File: config.mk
export PLATFORM = sky130hd
export DESIGN_NAME = bitmap_block_allocator_flat
export DESIGN_NICKNAME = d
export VERILOG_FILES = /design/src/design/bba_pkg.sv /design/src/design/bba_cmd_if.sv /design/src/design/bba_rsp_if.sv /design/src/design/bitmap_block_allocator.sv /design/src/design/bba_cfg_regs.sv /design/src/design/bba_bitmap_ram.sv /design/src/design/bba_engine.sv /design/src/flat_wrapper.sv
export SDC_FILE = /design/constraint.sdc
export NUM_CORES = 2
export LEC_CHECK = 0
export BUFFER_PORTS_ARGS = -buffer_cell sky130_fd_sc_hd__buf_4
export CAP_MARGIN = 40
export CORE_MARGIN = 2
export CORE_UTILIZATION = 30
export CTS_CLUSTER_DIAMETER = 150
export CTS_CLUSTER_SIZE = 20
export DETAILED_ROUTE_END_ITERATION = 7
export GPL_ROUTABILITY_DRIVEN = 0
export GPL_TIMING_DRIVEN = 1
export PLACE_DENSITY_LB_ADDON = 0.08
export RECOVER_POWER = 50
export SYNTH_ARGS = -nofsm -noshare
export SYNTH_HDL_FRONTEND = slang
export SYNTH_SLANG_ARGS = --single-unit
File: constraint.sdc
create_clock -name clk_i -period 10 [get_ports clk_i]
set_clock_uncertainty 0.2 [all_clocks]
set_input_delay 2 -clock clk_i [delete_from_list [all_inputs] [get_ports clk_i]]
set_output_delay 2 -clock clk_i [all_outputs]
set_load 0.01 [all_outputs]
File: src/design/bba_pkg.sv
// ----------------------------------------------------------------------------
// bba_pkg
// Shared widths, codes and a helper function of the bitmap block allocator.
// ----------------------------------------------------------------------------
package bba_pkg;

  // Default capacity of the bitmap in blocks.
  localparam int DefMaxBlocks = 4096;

  // Field widths of the command and response channels.
  localparam int BlockNumW = 12;
  localparam int StatusW   = 2;
  localparam int TotalW    = 13;

  // One bitmap word covers this many blocks.
  localparam int WordBits = 64;
  localparam int BitIdxW  = 6;

  // Width of a word index derived from a 13-bit block count.
  localparam int ScanW = TotalW - BitIdxW;

  // Configuration port.
  localparam int PaddrW = 3;
  localparam int PdataW = 32;
  localparam logic RegTotalBlocks = 1'b0;
  localparam logic [TotalW-1:0] TotalBlocksReset = 13'd4096;

  // Command codes.
  typedef enum logic {
    CmdAlloc = 1'b0,
    CmdFree  = 1'b1
  } bba_cmd_e;

  // Response status codes.
  typedef enum logic [StatusW-1:0] {
    StatOk          = 2'd0,
    StatNoSpace     = 2'd1,
    StatAlreadyFree = 2'd2,
    StatOutOfRange  = 2'd3
  } bba_status_e;

  // Index of the lowest set bit of a word, found by halving the search
  // window six times. The result is meaningless for an all-zero word.
  function automatic logic [BitIdxW-1:0] bba_first_set(input logic [WordBits-1:0] v);
    logic [WordBits-1:0] x;
    logic [BitIdxW-1:0]  idx;
    x   = v;
    idx = '0;
    for (int lvl = BitIdxW - 1; lvl >= 0; lvl--) begin
      if ((x & ((64'd1 << (1 << lvl)) - 64'd1)) == 64'd0) begin
        idx[lvl] = 1'b1;
        x        = x >> (1 << lvl);
      end
    end
    return idx;
  endfunction

endpackage

File: src/design/bba_cmd_if.sv
// ----------------------------------------------------------------------------
// bba_cmd_if
// Command channel: allocate or free, with the block number to free.
// ----------------------------------------------------------------------------
interface bba_cmd_if
  import bba_pkg::*;
();
  logic                 valid;
  logic                 ready;
  bba_cmd_e             cmd;
  logic [BlockNumW-1:0] block_number;

  modport source (output valid, output cmd, output block_number, input ready);
  modport sink   (input valid, input cmd, input block_number, output ready);
endinterface

File: src/design/bba_rsp_if.sv
// ----------------------------------------------------------------------------
// bba_rsp_if
// Response channel: allocated block number and status of one command.
// ----------------------------------------------------------------------------
interface bba_rsp_if
  import bba_pkg::*;
();
  logic                 valid;
  logic                 ready;
  logic [BlockNumW-1:0] allocated_block;
  bba_status_e          status;

  modport source (output valid, output allocated_block, output status, input ready);
  modport sink   (input valid, input allocated_block, input status, output ready);
endinterface

File: src/design/bitmap_block_allocator.sv
// ----------------------------------------------------------------------------
// bitmap_block_allocator
// First-fit block allocator over a used/free bitmap held in block RAM.
// ----------------------------------------------------------------------------
// The bitmap lives in one RAM of 64-bit words, ceil(MAX_BLOCKS/64) deep, with
// registered read data. After reset a clearing pass writes every word to zero,
// one word per cycle; commands wait during this pass while configuration
// writes are taken as usual. Commands are handled one at a time. An allocate
// reads and checks one bitmap word per cycle until it finds a free block,
// scanning at most ceil(count/64) words (64 at a count of 4096). A free is a
// read-modify-write of one word; a free beyond the count and an allocate with
// a zero count are answered without a bitmap access. The next command is
// accepted while a response still waits in the output register.
// ----------------------------------------------------------------------------
module bitmap_block_allocator
  import bba_pkg::*;
#(
  parameter int MAX_BLOCKS = DefMaxBlocks
) (
  input  logic              clk_i,
  input  logic              rst_ni,
  input  logic              psel,
  input  logic              penable,
  input  logic              pwrite,
  input  logic [PaddrW-1:0] paddr,
  input  logic [PdataW-1:0] pwdata,
  output logic [PdataW-1:0] prdata,
  output logic              pready,
  bba_cmd_if.sink           cmd_i,
  bba_rsp_if.source         rsp_o
);

  localparam int Words = (MAX_BLOCKS + WordBits - 1) / WordBits;
  localparam int AddrW = (Words > 1) ? $clog2(Words) : 1;

  logic [TotalW-1:0]   total_blocks;
  logic                mem_we;
  logic [AddrW-1:0]    mem_waddr;
  logic [WordBits-1:0] mem_wdata;
  logic                mem_re;
  logic [AddrW-1:0]    mem_raddr;
  logic [WordBits-1:0] mem_rdata;

  // Configuration registers.
  bba_cfg_regs u_cfg (
    .clk_i          (clk_i),
    .rst_ni         (rst_ni),
    .psel           (psel),
    .penable        (penable),
    .pwrite         (pwrite),
    .paddr          (paddr),
    .pwdata         (pwdata),
    .prdata         (prdata),
    .pready         (pready),
    .total_blocks_o (total_blocks)
  );

  // Bitmap storage.
  bba_bitmap_ram #(
    .MAX_BLOCKS (MAX_BLOCKS)
  ) u_ram (
    .clk_i   (clk_i),
    .we_i    (mem_we),
    .waddr_i (mem_waddr),
    .wdata_i (mem_wdata),
    .re_i    (mem_re),
    .raddr_i (mem_raddr),
    .rdata_o (mem_rdata)
  );

  // Command sequencer.
  bba_engine #(
    .MAX_BLOCKS (MAX_BLOCKS)
  ) u_engine (
    .clk_i          (clk_i),
    .rst_ni         (rst_ni),
    .total_blocks_i (total_blocks),
    .cmd_i          (cmd_i),
    .rsp_o          (rsp_o),
    .mem_we_o       (mem_we),
    .mem_waddr_o    (mem_waddr),
    .mem_wdata_o    (mem_wdata),
    .mem_re_o       (mem_re),
    .mem_raddr_o    (mem_raddr),
    .mem_rdata_i    (mem_rdata)
  );

endmodule

File: src/design/bba_cfg_regs.sv
// ----------------------------------------------------------------------------
// bba_cfg_regs
// APB-style register file holding the managed block count.
// ----------------------------------------------------------------------------
module bba_cfg_regs
  import bba_pkg::*;
(
  input  logic              clk_i,
  input  logic              rst_ni,
  input  logic              psel,
  input  logic              penable,
  input  logic              pwrite,
  input  logic [PaddrW-1:0] paddr,
  input  logic [PdataW-1:0] pwdata,
  output logic [PdataW-1:0] prdata,
  output logic              pready,
  output logic [TotalW-1:0] total_blocks_o
);

  logic [TotalW-1:0] total_blocks_q, total_blocks_d;
  logic              reg_idx;
  logic              wr_en;

  // The register index is the word address above the byte offset.
  assign reg_idx = paddr[PaddrW-1];
  assign pready  = 1'b1;
  assign wr_en   = psel && penable && pwrite && pready && (reg_idx == RegTotalBlocks);

  // Register write.
  always_comb begin
    total_blocks_d = total_blocks_q;
    if (wr_en) begin
      total_blocks_d = pwdata[TotalW-1:0];
    end
  end

  always_ff @(posedge clk_i or negedge rst_ni) begin
    if (!rst_ni) begin
      total_blocks_q <= TotalBlocksReset;
    end else begin
      total_blocks_q <= total_blocks_d;
    end
  end

  // Register read; unmapped addresses read as zero.
  always_comb begin
    prdata = '0;
    if (reg_idx == RegTotalBlocks) begin
      prdata = {{(PdataW - TotalW){1'b0}}, total_blocks_q};
    end
  end

  assign total_blocks_o = total_blocks_q;

endmodule

File: src/design/bba_bitmap_ram.sv
// ----------------------------------------------------------------------------
// bba_bitmap_ram
// Bitmap storage: one 64-bit word per 64 blocks, one write and one read port,
// registered read data.
// ----------------------------------------------------------------------------
module bba_bitmap_ram
  import bba_pkg::*;
#(
  parameter int MAX_BLOCKS = DefMaxBlocks,
  localparam int Words = (MAX_BLOCKS + WordBits - 1) / WordBits,
  localparam int AddrW = (Words > 1) ? $clog2(Words) : 1
) (
  input  logic                clk_i,
  input  logic                we_i,
  input  logic [AddrW-1:0]    waddr_i,
  input  logic [WordBits-1:0] wdata_i,
  input  logic                re_i,
  input  logic [AddrW-1:0]    raddr_i,
  output logic [WordBits-1:0] rdata_o
);

  logic [WordBits-1:0] mem [Words];
  logic [WordBits-1:0] rdata_q;

  // Write port.
  always_ff @(posedge clk_i) begin
    if (we_i) begin
      mem[waddr_i] <= wdata_i;
    end
  end

  // Read port with registered read data.
  always_ff @(posedge clk_i) begin
    if (re_i) begin
      rdata_q <= mem[raddr_i];
    end
  end

  assign rdata_o = rdata_q;

endmodule

File: src/design/bba_engine.sv
// ----------------------------------------------------------------------------
// bba_engine
// Command sequencer: clears the bitmap after reset, scans it word by word
// for the first free block, and performs the read-modify-write of a free.
// ----------------------------------------------------------------------------
module bba_engine
  import bba_pkg::*;
#(
  parameter int MAX_BLOCKS = DefMaxBlocks,
  localparam int Words = (MAX_BLOCKS + WordBits - 1) / WordBits,
  localparam int AddrW = (Words > 1) ? $clog2(Words) : 1
) (
  input  logic                clk_i,
  input  logic                rst_ni,
  input  logic [TotalW-1:0]   total_blocks_i,
  bba_cmd_if.sink             cmd_i,
  bba_rsp_if.source           rsp_o,
  output logic                mem_we_o,
  output logic [AddrW-1:0]    mem_waddr_o,
  output logic [WordBits-1:0] mem_wdata_o,
  output logic                mem_re_o,
  output logic [AddrW-1:0]    mem_raddr_o,
  input  logic [WordBits-1:0] mem_rdata_i
);

  localparam int MaxCountInt = (MAX_BLOCKS > 8191) ? 8191 : MAX_BLOCKS;
  localparam logic [TotalW-1:0] MaxCount = TotalW'(MaxCountInt);
  localparam logic [AddrW-1:0]  LastAddr = AddrW'(Words - 1);

  // Sequencer states.
  localparam logic [2:0] StateClear = 3'd0;
  localparam logic [2:0] StateIdle  = 3'd1;
  localparam logic [2:0] StateScan  = 3'd2;
  localparam logic [2:0] StateFchk  = 3'd3;
  localparam logic [2:0] StateOut   = 3'd4;

  logic [2:0]           state_q, state_d;
  logic [AddrW-1:0]     clr_q, clr_d;
  logic [ScanW-1:0]     scan_q, scan_d;
  logic [BlockNumW-1:0] blk_q, blk_d;
  logic [BlockNumW-1:0] res_blk_q, res_blk_d;
  bba_status_e          res_st_q, res_st_d;
  logic                 rsp_valid_q, rsp_valid_d;
  logic [BlockNumW-1:0] rsp_blk_q, rsp_blk_d;
  bba_status_e          rsp_st_q, rsp_st_d;
  logic                 rsp_load;

  logic [TotalW-1:0]    count;
  logic [TotalW-1:0]    count_m1;
  logic [ScanW-1:0]     last_word;
  logic [BitIdxW-1:0]   limit;
  logic [WordBits-1:0]  range_mask;
  logic [WordBits-1:0]  avail;
  logic                 found;
  logic [BitIdxW-1:0]   first;
  logic [TotalW-1:0]    scan_blk;
  logic                 cmd_oor;

  // Managed count, capped at the bitmap capacity and at 8191.
  assign count     = (total_blocks_i > MaxCount) ? MaxCount : total_blocks_i;
  assign count_m1  = count - TotalW'(1);
  assign last_word = count_m1[TotalW-1:BitIdxW];
  assign limit     = count[BitIdxW-1:0];

  // Blocks beyond the count in the last word are treated as used.
  always_comb begin
    range_mask = '1;
    if ((scan_q == last_word) && (limit != '0)) begin
      range_mask = (64'd1 << limit) - 64'd1;
    end
  end

  assign avail    = ~mem_rdata_i & range_mask;
  assign found    = |avail;
  assign first    = bba_first_set(avail);
  assign scan_blk = {scan_q, first};
  assign cmd_oor  = {1'b0, cmd_i.block_number} >= count;

  assign cmd_i.ready = (state_q == StateIdle);

  // Sequencer and memory access. Each command finishes its write-back
  // before the next one can issue a read, so accesses never overlap.
  always_comb begin
    state_d     = state_q;
    clr_d       = clr_q;
    scan_d      = scan_q;
    blk_d       = blk_q;
    res_blk_d   = res_blk_q;
    res_st_d    = res_st_q;
    rsp_load    = 1'b0;
    mem_we_o    = 1'b0;
    mem_waddr_o = AddrW'(scan_q);
    mem_wdata_o = mem_rdata_i;
    mem_re_o    = 1'b0;
    mem_raddr_o = '0;

    unique case (state_q)
      StateClear: begin
        mem_we_o    = 1'b1;
        mem_waddr_o = clr_q;
        mem_wdata_o = '0;
        if (clr_q == LastAddr) begin
          state_d = StateIdle;
        end else begin
          clr_d = clr_q + AddrW'(1);
        end
      end
      StateIdle: begin
        if (cmd_i.valid) begin
          blk_d     = cmd_i.block_number;
          res_blk_d = '0;
          if (cmd_i.cmd == CmdAlloc) begin
            if (count == '0) begin
              res_st_d = StatNoSpace;
              state_d  = StateOut;
            end else begin
              mem_re_o    = 1'b1;
              mem_raddr_o = '0;
              scan_d      = '0;
              state_d     = StateScan;
            end
          end else if (cmd_oor) begin
            res_st_d = StatOutOfRange;
            state_d  = StateOut;
          end else begin
            mem_re_o    = 1'b1;
            mem_raddr_o = AddrW'(cmd_i.block_number[BlockNumW-1:BitIdxW]);
            state_d     = StateFchk;
          end
        end
      end
      StateScan: begin
        if (found) begin
          mem_we_o    = 1'b1;
          mem_waddr_o = AddrW'(scan_q);
          mem_wdata_o = mem_rdata_i | (64'd1 << first);
          res_blk_d   = scan_blk[BlockNumW-1:0];
          res_st_d    = StatOk;
          state_d     = StateOut;
        end else if (scan_q == last_word) begin
          res_st_d = StatNoSpace;
          state_d  = StateOut;
        end else begin
          mem_re_o    = 1'b1;
          mem_raddr_o = AddrW'(scan_q + ScanW'(1));
          scan_d      = scan_q + ScanW'(1);
        end
      end
      StateFchk: begin
        if (mem_rdata_i[blk_q[BitIdxW-1:0]]) begin
          mem_we_o    = 1'b1;
          mem_waddr_o = AddrW'(blk_q[BlockNumW-1:BitIdxW]);
          mem_wdata_o = mem_rdata_i & ~(64'd1 << blk_q[BitIdxW-1:0]);
          res_st_d    = StatOk;
        end else begin
          res_st_d = StatAlreadyFree;
        end
        state_d = StateOut;
      end
      StateOut: begin
        if (!rsp_valid_q || rsp_o.ready) begin
          rsp_load = 1'b1;
          state_d  = StateIdle;
        end
      end
      default: begin
        state_d = StateIdle;
      end
    endcase
  end

  // Output register: holds a finished response until it is taken.
  always_comb begin
    rsp_valid_d = rsp_valid_q && !rsp_o.ready;
    rsp_blk_d   = rsp_blk_q;
    rsp_st_d    = rsp_st_q;
    if (rsp_load) begin
      rsp_valid_d = 1'b1;
      rsp_blk_d   = res_blk_q;
      rsp_st_d    = res_st_q;
    end
  end

  always_ff @(posedge clk_i or negedge rst_ni) begin
    if (!rst_ni) begin
      state_q     <= StateClear;
      clr_q       <= '0;
      rsp_valid_q <= 1'b0;
    end else begin
      state_q     <= state_d;
      clr_q       <= clr_d;
      rsp_valid_q <= rsp_valid_d;
    end
  end

  always_ff @(posedge clk_i) begin
    scan_q    <= scan_d;
    blk_q     <= blk_d;
    res_blk_q <= res_blk_d;
    res_st_q  <= res_st_d;
    rsp_blk_q <= rsp_blk_d;
    rsp_st_q  <= rsp_st_d;
  end

  assign rsp_o.valid           = rsp_valid_q;
  assign rsp_o.allocated_block = rsp_blk_q;
  assign rsp_o.status          = rsp_st_q;

  // A read and a write never target the same word in one cycle.
  a_no_rw_collision: assert property (@(posedge clk_i) disable iff (!rst_ni)
    (mem_we_o && mem_re_o) |-> (mem_waddr_o != mem_raddr_o))
    else $error("bitmap read and write hit the same word");

  // No command is taken while the bitmap is being cleared.
  a_no_cmd_in_clear: assert property (@(posedge clk_i) disable iff (!rst_ni)
    (state_q == StateClear) |-> !cmd_i.ready)
    else $error("command accepted during the clearing pass");

  // The scan never walks past the last managed word.
  a_scan_bound: assert property (@(posedge clk_i) disable iff (!rst_ni)
    (state_q == StateScan) |-> (scan_q <= last_word))
    else $error("scan index beyond the managed count");

  // A stalled output keeps the sequencer waiting with its result.
  a_out_holds: assert property (@(posedge clk_i) disable iff (!rst_ni)
    (state_q == StateOut && rsp_valid_q && !rsp_o.ready) |=> (state_q == StateOut))
    else $error("result dropped while the output was stalled");

endmodule
File: src/flat_wrapper.sv
// flat-port wrapper written by rule: the top's interface ports become plain ports
module bitmap_block_allocator_flat import bba_pkg::*;
#(
  parameter int MAX_BLOCKS = DefMaxBlocks
)
  (clk_i, rst_ni, psel, penable, pwrite, paddr, pwdata, prdata, pready, cmd_i_valid, cmd_i_cmd, cmd_i_block_number, cmd_i_ready, rsp_o_valid, rsp_o_allocated_block, rsp_o_status, rsp_o_ready);
  bba_cmd_if cmd_i_i ();
  bba_rsp_if rsp_o_i ();
  input  logic clk_i;
  input  logic rst_ni;
  input  logic psel;
  input  logic penable;
  input  logic pwrite;
  input  logic [PaddrW-1:0] paddr;
  input  logic [PdataW-1:0] pwdata;
  output logic [PdataW-1:0] prdata;
  output logic pready;
  input wire logic [$bits(cmd_i_i.valid)-1:0] cmd_i_valid;
  input wire logic [$bits(cmd_i_i.cmd)-1:0] cmd_i_cmd;
  input wire logic [$bits(cmd_i_i.block_number)-1:0] cmd_i_block_number;
  output wire logic [$bits(cmd_i_i.ready)-1:0] cmd_i_ready;
  output wire logic [$bits(rsp_o_i.valid)-1:0] rsp_o_valid;
  output wire logic [$bits(rsp_o_i.allocated_block)-1:0] rsp_o_allocated_block;
  output wire logic [$bits(rsp_o_i.status)-1:0] rsp_o_status;
  input wire logic [$bits(rsp_o_i.ready)-1:0] rsp_o_ready;
  assign cmd_i_i.valid = cmd_i_valid;
  assign cmd_i_i.cmd = cmd_i_cmd;
  assign cmd_i_i.block_number = cmd_i_block_number;
  assign cmd_i_ready = cmd_i_i.ready;
  assign rsp_o_valid = rsp_o_i.valid;
  assign rsp_o_allocated_block = rsp_o_i.allocated_block;
  assign rsp_o_status = rsp_o_i.status;
  assign rsp_o_i.ready = rsp_o_ready;
  bitmap_block_allocator #(.MAX_BLOCKS(MAX_BLOCKS)) u_core (.clk_i(clk_i), .rst_ni(rst_ni), .psel(psel), .penable(penable), .pwrite(pwrite), .paddr(paddr), .pwdata(pwdata), .prdata(prdata), .pready(pready), .cmd_i(cmd_i_i), .rsp_o(rsp_o_i));
endmodule
After elaboration in Yosys (flattened, before gate mapping)
Memories as Yosys holds them, arrays and structs flattened. A register that Yosys moved wholly into a read port is not among the register bits.
Index checks and enable logic that the tools add are counted.
{"block": "totals", "regBits": 70, "inputBits": 55, "latch_bits": 0, "n_memories": 1, "mem_bits_ro": 0, "ramBits": 4096}
{"memory": "u_core.u_ram.mem", "words": 64, "width": 64, "read_ports": 1, "rd_clocked_by_memory_dff": 1, "write_ports": 1, "line": "bba_bitmap_ram.sv:22", "rtl": "logic [WordBits-1:0] mem [Words];"}
{"block": "op_classes", "bitwise_logic": 7, "n_shift": 3, "reduce_logical": 26, "eq_ne": 17, "muxes": 68, "n_lt_le_gt_ge": 3, "n_div": 0, "addsub": 4, "multipliers": 0}
{"op": "zero test 64 bit", "n": 6}
{"op": "two-way mux 64 bit", "n": 3}
{"op": "case mux 64 bit (3 select lines)", "n": 1}
{"op": "<< shifter 1 x 6 -> 64 bit, first input constant", "n": 3}
{"op": "AND 64 bit", "n": 2}
{"op": "inverter 64 bit", "n": 2}
{"op": "OR 64 bit", "n": 1}
{"op": "OR reduction 64 bit", "n": 1}
{"op": "subtractor 64 x 1 -> 64 bit, second input constant", "n": 1}
{"op": "two-way mux 7 bit", "n": 6}
{"op": "two-way mux 6 bit", "n": 6}
{"op": "two-way mux 31 bit", "n": 1}
{"op": "two-way mux 3 bit", "n": 9}
{"op": "two-way mux 13 bit", "n": 2}
{"op": "two-way mux 12 bit", "n": 2}
{"op": "case mux 12 bit (2 select lines)", "n": 1}
{"op": "case mux 6 bit (2 select lines)", "n": 2}
{"op": "two-way mux 1 bit", "n": 21}
{"op": "!= test 2 bit, second input constant", "n": 8}
{"op": "two-way mux 15 bit", "n": 1}
{"op": "case mux 3 bit (5 select lines)", "n": 1}
{"op": "two-way mux 2 bit", "n": 7}
{"op": "case mux 7 bit (2 select lines)", "n": 1}
{"op": "greater-or-equal comparator 12 x 13 -> 1 bit", "n": 1}
{"op": "30 further kinds", "n": 39}

Logic depth before layout (Yosys ltp)
{"block": "depth", "word_depth": 23, "depth_mapped": 26}

By module
Synthesis repeated with hierarchy kept, for this count alone.
{"block": "hier_totals", "cells_unflattened": 7738, "area_unflattened_um2": 165575.0}
{"mod": "bba_bitmap_ram", "instances": 1, "cells_each": 6598, "area_per_inst_um2": 156989.3}
{"mod": "bba_engine", "instances": 1, "cells_each": 1076, "area_per_inst_um2": 7793.7}
{"mod": "bba_cfg_regs", "instances": 1, "cells_each": 64, "area_per_inst_um2": 792.0}

Worst setup path after synthesis
OpenSTA, ideal clock, no wires.
{"block": "synth_timing", "path_type": "reg2reg", "startpoint": "register u_core.u_cfg.total_blocks_q[12] (netlist: u_core.u_cfg.total_blocks_o[12])", "endpoint": "memory u_core.u_ram.mem[0][43] (data pin)", "setup_slack_ns": -0.505, "required_time_ns": 8.895, "period_less_slack_ns": 10.505, "stages_incl_launch_ff": 23, "arrival_time_ns": 9.400, "n_path_buf": 6, "path_cell_list": "dfstp_2 clkbuf_1 clkbuf_1 clkbuf_1 buf_1 or3_1 ha_1 o41ai_1 a211oi_1 mux2i_1 a22oi_1 a31oi_1 nor4_1 nand3_1 or2_2 clkbuf_1 o21ai_0 o21ai_0 or3_1 o21ai_1 mux2_2 buf_2 o41ai_1"}
{"block": "synth_via", "elab_chain_cells": 23}
{"element": "from (decl)", "line": "bba_cfg_regs.sv:20", "rtl": "logic [TotalW-1:0] total_blocks_q, total_blocks_d;"}
{"element": "from (signal assigned)", "line": "bba_cfg_regs.sv:39", "rtl": "total_blocks_q <= TotalBlocksReset;"}
{"element": "from (signal assigned)", "line": "bba_cfg_regs.sv:41", "rtl": "total_blocks_q <= total_blocks_d;"}
{"element": "> comparator 13 bit", "line": "bba_engine.sv:60", "rtl": "assign count = (total_blocks_i > MaxCount) ? MaxCount : total_blocks_i;"}
{"element": "two-way mux 13 bit (*)", "line": "bba_engine.sv:60"}
{"element": "parallel branches: the longest is 3 deep, another holds subtractor 64 x 1 -> 64 bit"}
{"element": "two-way mux 64 bit (*)", "line": "bba_engine.sv:68", "rtl": "if ((scan_q == last_word) && (limit != '0)) begin"}
{"element": "AND 64 bit (*)", "line": "bba_engine.sv:73", "rtl": "assign avail = ~mem_rdata_i & range_mask;"}
{"element": "zero test 64 bit", "line": "bba_pkg.sv:50", "rtl": "if ((x & ((64'd1 << (1 << lvl)) - 64'd1)) == 64'd0) begin"}
{"element": "two-way mux 31 bit", "line": "bba_pkg.sv:50"}
{"element": "zero test 64 bit", "line": "bba_pkg.sv:50"}
{"element": "(+6 left out)"}
{"element": "two-way mux 1 bit", "line": "bba_pkg.sv:50"}
{"element": "zero test 64 bit", "line": "bba_pkg.sv:50"}
{"element": "two-way mux 1 bit", "line": "bba_pkg.sv:50"}
{"element": "<< shifter 1 x 6 -> 64 bit", "line": "bba_engine.sv:136", "rtl": "mem_wdata_o = mem_rdata_i | (64'd1 << first);"}
{"element": "OR 64 bit", "line": "bba_engine.sv:136"}
{"element": "two-way mux 64 bit (*)", "line": "bba_engine.sv:133", "rtl": "if (found) begin"}
{"element": "case mux 64 bit (3 select lines) (*)", "line": "bba_engine.sv:97", "rtl": "unique case (state_q)"}
{"element": "via u_core.mem_wdata[43]", "line": "bitmap_block_allocator.sv:39", "rtl": "logic [WordBits-1:0] mem_wdata;"}
{"element": "to (decl)", "line": "bba_bitmap_ram.sv:22"}
Mark *: on every way through the listed nets, which the timed path passes.

Worst setup path in the final report
{"block": "layout_timing", "startpoint": "register u_core.u_cfg.total_blocks_q[12] (netlist: u_core.u_cfg.total_blocks_o[12])", "endpoint": "memory u_core.u_ram.mem[28][12], enable pin"}
{"block": "layout_via", "elab_chain_cells": 12}
{"element": "> comparator 13 bit", "line": "bba_engine.sv:60"}
{"element": "two-way mux 13 bit (*)", "line": "bba_engine.sv:60"}
{"element": "parallel branches: the longest is 3 deep, another holds subtractor 64 x 1 -> 64 bit"}
{"element": "two-way mux 64 bit (*)", "line": "bba_engine.sv:68"}
{"element": "AND 64 bit (*)", "line": "bba_engine.sv:73"}
{"element": "OR reduction 64 bit (*)", "line": "bba_engine.sv:74", "rtl": "assign found = |avail;"}
{"element": "two-way mux 1 bit (*)", "line": "bba_engine.sv:133"}
{"element": "case mux 1 bit (3 select lines) (*)", "line": "bba_engine.sv:97"}
{"element": "two-way mux 1 bit (*)", "line": "bba_bitmap_ram.sv:27", "rtl": "if (we_i) begin"}
{"element": "two-way mux 1 bit (implied by the code) (*)", "line": "bba_bitmap_ram.sv:28", "rtl": "mem[waddr_i] <= wdata_i;"}
Mark *: on every way between the ends.

==> results by group <==
Timing
  • RSZ-0062 raised after global routing: no
  • Minimum clock period: 9.72 ns
  • Part of the cycle the worst path needs: 97.2%
  • Relative slew margins: -105%
  • Final setup margin: 0.276 ns
  • Fin. Hold Viols: 0
  • F_max: 0.103 GHz
  • Final Max Slew Viols: 2,501
  • Final hold slack: 0.232 ns
  • Setup tns final: 0 ns
  • Worst-Margin Slew: 3.08 ns
  • Setup Viol. Count Final: 0

Yosys
  • FFs w/ async S/R, synth: 0.544%
  • Seq/Total Area, Yosys: 75.1%
  • Syn_area_per_cell: 15.3 sq um
  • Cells after Synth: 11,000
  • Post-synth top area share: 74.8%
  • Largest cells by area after synthesis: edfxtp_1 (75%), mux2i_1 (6.9%), nand2_1 (3.7%)
  • Top FF cell, synth: edfxtp_1
  • Post-synth top area cell: edfxtp_1
  • EDFF count, synth: 4,207
  • Synthesis warning total: 0
  • Synthesized area: 169,000 sq um
  • Synth cell types: 91
  • Seq cells post-synth: 4,230

Floorplanning
  • Initial core utilization: 30.1%
  • Die area: 569,000 sq um
  • Die width: 754 microns
  • Num ports: 104
  • Core ar.: 561,000 sq um
  • Core Rows: 275
  • Die height: 754 microns

Pwr
  • Overall power: 42.1 mW
  • Sw Ratio: 30.8%
  • Pleak: 57.2 nW
  • Comb power frac: 20.1%
  • Int Power: 29.1 mW
  • Worst vdd ir: 0.248 mV
  • Cell area power density: 223 nW/um^2
  • Clock share of power: 23.9%
  • Sw power: 13.0 mW
  • Sequential power share: 56.0%

Worst hold path
  • Tightest Hold Check Type: reg2reg
  • Hold Path Cell Cnt: 0

CTS
  • Clock slew at reported path FFs: 0.10 ns
  • CTS tree: done
  • Post-cts gate resize count: 0
  • Total CTS buffers: 234
  • Setup repair bufs after CTS: 0
  • Clock Sinks: 4,230
  • Cts-stage hold buffer count: 0
  • Clock Tree Buf Depth: 4
  • Clock insertion delay at the later pin of the skew report: 1.02 ns
  • Root Buffer: clkbuf_16
  • H-tree depth: 4

Critical path
  • Critical path type: reg2reg
  • Crit path depth: 16
  • Crit-path max cell delay: 1.98 ns
  • Buffers and inverters on the worst path: 4
  • Slowest cell on crit path: nor2_1
  • Worst Path Max Fanout: 29
  • CP Data Arrival Time: 10.11 ns
  • CP cell instances: buf_4 -> clkinv_1 -> nand2_1 -> or4_1 -> a21oi_1 -> o221a_2 -> a41oi_1 -> nor3_1 -> nand4_1 -> clkbuf_1 -> or3_1 -> o21ai_0 -> nand2_1 -> nand3_1 -> nor2_1 -> clkbuf_2
  • Startpoint Class: register
  • CP top delay family: simple AND/OR/NAND/NOR gates
  • FF-to-FF path depth: 16
  • Worst EP required: 10.38 ns
  • CP Capture Type: register
  • Worst path most repeated cell: nand2_1

Cells and area
  • Nets@finish: 11,300
  • Most frequent cells in the layout: edfxtp_1 (4,207), nand2_1 (1,656), mux2i_1 (1,158)
  • Fin area: 188,000 sq um
  • Area Overhead vs Synth: 11.4%
  • Filler Cells Inserted: 54,100
  • Non-filler cells in the finished layout: 18,700
  • Final core occ: 33.6%
  • Fraction of layout cells with a size suffix above 1: 9.29%
  • Commonest non-fill, non-tap cell in the layout: edfxtp_1

Placed design
  • Port bufs: 62
  • # placed instances: 18,400
  • Placed cell area: 184,000 sq um
  • Worst slack at placement: 1.04 ns
  • Dpl hpwl: 391 mm

GRT
  • First-pass GRT wire length: 881 mm
  • Number of global-route vias before repair: 99,700
  • Grt met2 use: 36.3%
  • Layer with the highest usage: met2
  • Global-route track usage on met1: 31.8%
  • Grt ovf: 0
  • Initial antenna violation count: 62
  • Largest net degree at the start of global routing: 128
  • Tot GR Track Use: 22.3%
  • GRT met3 Usage: 2.99%

Route
  • DRT iter0 DRCs: 11,600
  • Via Count: 103,000
  • Via density: 5.50
  • Routed WL per cell: 35.1 microns
  • Drt first pass iters: 8
  • Routed Antenna Nets: 0
  • Remaining DRCs: 0
  • Post-Route WL: 658 mm

Run status
  • Outcome: finished with violations
  • Failing checks: capacitance limit, slew limit

Flow run
  • Max-cap violations: 79
[power by group through the flow]
stage | Sequential (mW) | Combinational, mW | Clock, mW
final | 23.6 | 8.46 | 10.1
after global routing | 23.6 | 8.96 | 11.0
after CTS | 23.5 | 8.72 | 10.4
after detailed placement | 23.9 | 8.71 | 0
after global placement | 23.9 | 8.32 | 0
after floorplan | 23.9 | 3.91 | 0
[worst paths after layout]
kind	start	end	slack [ns]
max in group asynchronous	rst_ni	u_core.u_cfg.total_blocks_o[0]	7.53
setup / recovery	u_core.u_cfg.total_blocks_o[12]	u_core.u_ram.mem[28][12]	0.28
hold reg to reg	u_core.u_engine.res_blk_q[2]	u_core.u_engine.rsp_o.allocated_block[2]	0.23
hold / removal	u_core.u_engine.res_blk_q[2]	u_core.u_engine.rsp_o.allocated_block[2]	0.23
min in group asynchronous	rst_ni	u_core.u_cfg.total_blocks_o[1]	1.15
setup reg to reg	u_core.u_cfg.total_blocks_o[12]	u_core.u_ram.mem[28][12]	0.28
[routing by layer]
layer	share of wire, %	wire [microns]
met1	44	291000
met2	46	303000
met3	6.6	43700
met4	3.0	19700
met5	0.017	115
[cell usage after synthesis, types with 11 or more instances]
master,count
o21ai_0,296
edfxtp_1,4207
mux2i_1,1158
a41oi_1,15
inv_1,32
nand3_1,582
a211o_1,17
a22oi_1,11
a221oi_1,26
a31oi_1,87
mux4_2,54
dfrtp_1,22
mux2_2,43
nor4_1,17
nand4_1,140
ha_1,15
a21o_1,18
and3_1,44
o311a_1,12
nand2_1,1659
clkbuf_1,386
buf_4,77
a311oi_1,18
a221o_1,14
nor2_1,192
o22ai_1,486
nand2b_1,21
nor3_1,119
o211ai_1,31
xnor2_1,13
a2111oi_0,14
buf_2,213
a21oi_1,386
a211oi_1,69
o31ai_1,32
nor2b_1,31
o2111ai_1,21
buf_1,49
a32o_1,31
or3_1,55
or4_1,11
a32oi_1,163
a22o_1,14
[registers in the layout (all words and copies together) (netlist names)]
name / cells
u_core.u_ram.mem: 4096
u_core.u_engine.rsp_o.status: 2
u_core.u_ram.rdata_o: 64
u_core.u_engine.scan_q: 7
u_core.u_engine.rsp_o.allocated_block: 12
u_core.u_engine.blk_q: 12
u_core.u_engine.res_blk_q: 12
u_core.u_cfg.total_blocks_o: 13
u_core.u_engine.res_st_q: 2
u_core.u_engine.rsp_o.valid: 1
u_core.u_engine.clr_q: 6
u_core.u_engine.state_q: 3
[area by class of cell]
class                      instances  area (sq um)  area share (%)
multi-input combinational       6077         40000            21.2
clock inverter                    13           290           0.154
tap                             7479          9360            4.97
antenna                           18          45.0          0.0239
timing repair buffer             623          5590            2.97
sequential                      4230        127000            67.4
inverter                          33           124          0.0658
clock buffer                     260          6000            3.18
[cells by family after synthesis]
logic type / after synthesis / share of synthesized area, %
XOR/XNOR: 23 / 0.119
multiplexers: 1255 / 7.87
adder cells (fa/ha/maj): 15 / 0.111
AND/OR/NAND/NOR: 2930 / 7.66
buffers and inverters: 760 / 2.03
flip-flops: 4230 / 75.1
AO/OA/AOI/OAI: 1834 / 7.09
other: 2 / 0.00445
Power figures use the tool's default switching activity.
